==> config.mk <==
export PLATFORM = sky130hd
export DESIGN_NAME = srb_cell
export DESIGN_NICKNAME = d
export VERILOG_FILES = /design/src/rtl/sequence_reorder_buffer_assert.svh /design/src/rtl/srb_pkg.sv /design/src/rtl/srb_cell.sv
export SDC_FILE = /design/constraint.sdc
export NUM_CORES = 1
export LEC_CHECK = 0
export ABC_CLOCK_PERIOD_IN_PS = 12200
export BUFFER_PORTS_ARGS = -buffer_cell sky130_fd_sc_hd__clkbuf_2
export CAP_MARGIN = 20
export CELL_PAD_IN_SITES_DETAIL_PLACEMENT = 1
export CELL_PAD_IN_SITES_GLOBAL_PLACEMENT = 1
export CORE_ASPECT_RATIO = 0.75
export CORE_MARGIN = 2
export CORE_UTILIZATION = 33
export DETAILED_ROUTE_END_ITERATION = 7
export GPL_ROUTABILITY_DRIVEN = 1
export HOLD_SLACK_MARGIN = 0.1
export PLACE_DENSITY_LB_ADDON = 0.1
export SYNTH_ARGS = -nofsm -noshare
export SYNTH_HDL_FRONTEND = slang
export SYNTH_SLANG_ARGS = --single-unit
==> constraint.sdc <==
create_clock -name clk -period 12.2 [get_ports clk]
set_input_delay 2.44 -clock clk [delete_from_list [all_inputs] [get_ports clk]]
set_output_delay 2.44 -clock clk [all_outputs]
set_load 0.1 [all_outputs]
==> src/rtl/sequence_reorder_buffer_assert.svh <==
// ----------------------------------------------------------------------------
// Sequence reorder buffer assertion macros
// Concurrent checks on clk, disabled during rst; empty when SYNTH is set.
// ----------------------------------------------------------------------------
`ifndef SEQUENCE_REORDER_BUFFER_ASSERT_SVH
`define SEQUENCE_REORDER_BUFFER_ASSERT_SVH

`ifndef SYNTH

// property that must hold at every clock edge outside reset
`define SRB_ASSERT(label, prop) \
  label: assert property (@(posedge clk) disable iff (rst) (prop)) \
    else $error("sequence_reorder_buffer: assertion failed");

// condition that must never be seen outside reset
`define SRB_NEVER(label, cond) \
  label: assert property (@(posedge clk) disable iff (rst) !(cond)) \
    else $error("sequence_reorder_buffer: forbidden condition seen");

`else

`define SRB_ASSERT(label, prop)
`define SRB_NEVER(label, cond)

`endif

`endif

==> src/rtl/srb_pkg.sv <==
// ----------------------------------------------------------------------------
// srb_pkg
// Shared widths, status codes and chain types of the sequence reorder buffer.
// ----------------------------------------------------------------------------
`default_nettype none

package srb_pkg;

  localparam int SEQ_W         = 32;
  localparam int DATA_W        = 32;
  localparam int DEPTH_DEFAULT = 32;

  // result status codes
  localparam logic [1:0] ST_RELEASED = 2'd0;
  localparam logic [1:0] ST_FULL     = 2'd1;
  localparam logic [1:0] ST_STALE    = 2'd2;

  // contents of one chain entry
  typedef struct packed {
    logic              valid;
    logic [SEQ_W-1:0]  seq;
    logic [DATA_W-1:0] data;
  } entry_t;

  // command broadcast to every entry of the chain
  typedef struct packed {
    logic              insert;
    logic              pop;
    logic [SEQ_W-1:0]  key;
    logic [DATA_W-1:0] data;
  } cmd_t;

endpackage

`default_nettype wire

==> src/rtl/srb_cell.sv <==
// ----------------------------------------------------------------------------
// srb_cell
// One entry of the sorted chain: holds, shifts right on insert, left on pop.
// ----------------------------------------------------------------------------
`default_nettype none

module srb_cell (
  input  wire logic           clk,
  input  wire logic           rst,
  input  wire srb_pkg::cmd_t  cmd,
  input  wire srb_pkg::entry_t left_ent,
  input  wire logic           left_take,
  input  wire srb_pkg::entry_t right_ent,
  output srb_pkg::entry_t     ent,
  output logic                take,
  output logic                match
);

  srb_pkg::entry_t ent_next;

  // the new key belongs at or before this slot
  assign take  = !ent.valid || (ent.seq > cmd.key);
  assign match = ent.valid && (ent.seq == cmd.key);

  // pop: take the right neighbour; insert: shift from the left, or take the new key at the boundary
  always_comb begin
    ent_next = ent;
    if (cmd.pop) begin
      ent_next = right_ent;
    end else if (cmd.insert && take) begin
      if (left_take) begin
        ent_next = left_ent;
      end else begin
        ent_next.valid = 1'b1;
        ent_next.seq   = cmd.key;
        ent_next.data  = cmd.data;
      end
    end
  end

  // occupancy flag cleared on reset; number and data word need no reset
  always_ff @(posedge clk) begin
    if (rst) begin
      ent.valid <= 1'b0;
    end else begin
      ent.valid <= ent_next.valid;
    end
    ent.seq  <= ent_next.seq;
    ent.data <= ent_next.data;
  end

endmodule

`default_nettype wire

# Word level (Yosys, flattened, before mapping)
# Index checks and enable logic that the tools add are counted.
[op_classes]
n_eq_ne = 1
n_lt_le_gt_ge = 1
n_mux = 3
bitwise_logic = 0
n_mul = 0
add_sub_neg = 0
n_shift = 0
n_div = 0
n_reduce_logical = 5
[op_table]
columns = ["operator", "n"]
rows = [
  ["$mux 65", 3],
  ["$eq 32x32->1", 1],
  ["$gt 32x32->1", 1],
  ["$logic_and 1x1->1", 2],
  ["$reduce_bool 2->1", 1],
  ["$logic_not 1->1", 1],
  ["$logic_or 1x1->1", 1],
]
[word_totals]
rom_bits = 0
ff_bits = 65
latch_bits = 0
in_bits = 199
output_inout_bits = 67
wordCells = 13
memories = 0
ram_bits = 0

# Longest topological paths before layout
[depth]
ltp_word = 5
ltp_mapped = 8

# Worst setup path after synthesis
# No wires, ideal clock.
[synth_timing]
path_type = "input-to-output"
start = "input cmd[46] (netlist name)"
end = "output take"
required_time_ns = 9.760
setup_slack_ns = 4.758
arrival_ns = 5.002
path_buffers = 0
cell_stages = 8
cell_sequence = "inv_1 > ha_1 > nand4_1 > nor4_1 > a21boi_0 > or4_1 > a21oi_1 > nor2_1"
[synth_via]
elab_chain_len = 2
[synth_rtl]
columns = ["item", "line_no", "rtl"]
rows = [
  ["start, declared", "srb_cell.sv:10", "input wire srb_pkg::cmd_t cmd,"],
  ["$gt 32x32->1", "srb_cell.sv:22", "assign take = !ent.valid || (ent.seq > cmd.key);"],
  ["$logic_or 1x1->1", "srb_cell.sv:22", ""],
  ["end, declared", "srb_cell.sv:15", "output logic take,"],
]
# Every way passes these cells.

# Worst setup path after layout
# Ends and elaborated chain as after synthesis.

==> results.cfg <==
[layout]
commonest_cells_after_routing_fill_and_taps_aside = sky130_fd_sc_hd__clkbuf_2, sky130_fd_sc_hd__nand2_1, sky130_fd_sc_hd__o21ai_0
largest_register_ffs = 65
post_layout_nonfiller_instances = 841
area_growth_syn_to_fin_pct = 43.9
final_core_utilization_pct = 48.7
fillCellCount = 1479
final_nets = 901
seqCellArea_sq_mm = 0.00194
final_design_area_no_fill_sq_mm = 0.00599
antenna_cells_inserted = 0
reg_top3 = ent: 65 flops
layout-drive-gt1-share_pct = 43.1
largest-register = ent
layout.cells.most_common = sky130_fd_sc_hd__clkbuf_2
multi_input_comb_area_sq_mm = 0.00199

[timing]
setup_tns_ps = 0
layout_min_cycle_time_ps = 7270
final.hold.worst_slack_ps = 684
timing.slew.headroom_pct = 54.1
final-max-slew-violation-count = 0
timing.clock.skew_ps = 6.66
finalSetupViolCount = 0
max_freq_ghz = 0.138
fin_crit_sh_pct = 59.6
final-hold-violation-count = 0
tightestPinTransition_ps = 683
rsz0062_at_grt = false
final.setup.worst_slack_ps = 4930

[routing]
detailroute.wirelength.met3_um = 987
avgRoutedWirePerCell_um = 15.8
drt_pass1_iterations = 4
drtAntennaViolNets = 0
drt_first_iter_violations = 123
via_count = 4007
total_drc_errors_in_the_routed_layout = 0
routed_wl_mm = 13.3
detail_route.vias_per_cell = 4.76
highest-signal-layer = met4
routedLengthMet1_mm = 5.39
routed-wl-met2_mm = 6.71

[logic_synthesis]
synthesis.yosys.warnings = 0
xor_xnor_cell_area_share_of_the_yosys_netlist_pct = 0
yosysSeqAreaShare_pct = 46.7
post_synth_mux_area_share_pct = 15.8
synth_edf_count = 64
ys_async_sr_fraction_pct = 0
synth.avg_cell_area_sq_um = 10.1
combinational_family_with_the_most_area_after_synthesis = multiplexers
number_of_synthesized_register_bits = 65
netlist_instances = 412
synth_top_flop_cell = sky130_fd_sc_hd__edfxtp_1
syn-num-nets = 643
synthesis.area_sq_mm = 0.00416
synth_simple_gate_area_share_pct = 10.3
synth_compound_area_share_pct = 12.3
synthDistinctLibCells = 31
synth-adder-area-share_pct = 9.62

[pwr]
power_mw = 0.875
share_clk_of_total_power_pct = 31.2
irDropWorstVdd_v = 0.0000942
power-per-cell-area_mw_per_mm2 = 146
switching_portion_of_total_power_pct = 39.9
power_spent_charging_and_discharging_nets_mw = 0.349
share_seq_of_total_power_pct = 32.7
cellInternalPower_mw = 0.525
power_leakage_nw = 3.14
pwr-share-comb_pct = 36.2

[clocking]
clockBufferDepth = 2
clkTransAtPathRegs_ps = 50
worstSkewPairLatency_ps = 330
post_cts.repair.setup_buffers = 0
tritoncts_clock_tree = yes
clock_tree.htree_level_count = 3
cts_root_buf = sky130_fd_sc_hd__clkbuf_16
cts-buffers-inserted = 9
ctsResizeCount = 0
clock-sinks = 65
hold_buffers = 0

[setup_path]
worst-endpoint-required_ps = 9760
path_max_fanout = 4
timing_worst_setup_path_type = input pin to output port
critical_path.startpoint_type = input pin
critical_path.endpoint_type = output port
worst_ep_arrival_ps = 4830

[run_status]
outcome = completed

[global_route]
grt_antenna_before_repair = 0
global_route.overflow_total = 0
grt_start_max_net_pins = 132
gr-usage-all-layers_pct = 19.1
vias_in_the_first_global_route = 4163
grt_pass1_wl_mm = 20.2

[floorplan]
die_w_um = 134
core_region_area_sq_mm = 0.0123
initial_standard_cell_utilization_of_the_core_pct = 33.8
ios = 266
die_height_um = 101
die_area_sq_mm = 0.0135
core.rowCount = 35

[place]
hpwlAfterDp_mm = 10.5
placedCellCount = 823
postPlaceCellArea_sq_mm = 0.00562
pre_cts_ws_ps = 4970
placement.io_buffers = 265
gp_routability_congestion = 0.752

[job]
drv.max_cap_violation_count = 0

[hold_path]
worst_hold_path_type = register to register
final timing paths:
check,endpoint,cells past startpoint,slack [ps],start
min reg2reg,ent[64],3,680,ent[64]
max reg2reg,ent[27],8,8710,ent[46]
max,take,10,4930,cmd[46]
min,ent[64],3,680,ent[64]
metal layers:
metal	GRT usage (%)	vias to the layer above
met5	0	-
met4	5.16	0
met3	6.36	13
met2	35.1	150
met1	21.4	1840
li1	-	2004
power by group through the flow:
stage	clock network [mW]	registers, mW	logic, mW
CTS	0.280	0.286	0.318
global route	0.287	0.288	0.336
floorplan	0	0.457	0.0696
global placement	0	0.289	0.312
detailed placement	0	0.290	0.317
finish	0.273	0.286	0.316
synth_stat cells (all sizes together), types with 2 or more instances:
library cell / count / area [sq um]
nand4: 6 / 37.5
mux2i: 64 / 641
inv: 37 / 139
nor4: 3 / 18.8
nor2: 5 / 18.8
ha: 32 / 400
edfxtp: 64 / 1920
a21o: 2 / 15.0
clkbuf: 15 / 56.3
a21oi: 15 / 75.1
o21ai: 66 / 330
nand2: 73 / 277
buf: 6 / 30.0
a31oi: 3 / 18.8
nand3: 6 / 30.0
worst max-delay path, stage by stage:
cell                       delay [ps]
sky130_fd_sc_hd__clkbuf_2          90
sky130_fd_sc_hd__inv_1             40
sky130_fd_sc_hd__ha_1             310
sky130_fd_sc_hd__nand4_1          160
sky130_fd_sc_hd__nor4_1           650
sky130_fd_sc_hd__a21boi_0         240
sky130_fd_sc_hd__or4_1            180
sky130_fd_sc_hd__a21oi_1           80
sky130_fd_sc_hd__nor2_1           160
sky130_fd_sc_hd__clkbuf_2         480
kinds of logic (layout without fill, tap and decap cells):
family	Yosys count	after routing
simple gates	98	98
fa+ha+maj	32	32
mux	65	65
compound gates	94	94
flops	65	65
buf+inv	58	321
area by class of cell:
type / count / area share (%)
multi-input cells: 289 / 33.3
well taps: 166 / 3.47
inverters: 37 / 2.32
flip-flops and latches: 65 / 32.4
clock buffers: 10 / 3.82
clock inverters: 6 / 1.38
repair buffers: 268 / 23.3
No activity file was read; power rests on OpenSTA's default activity.
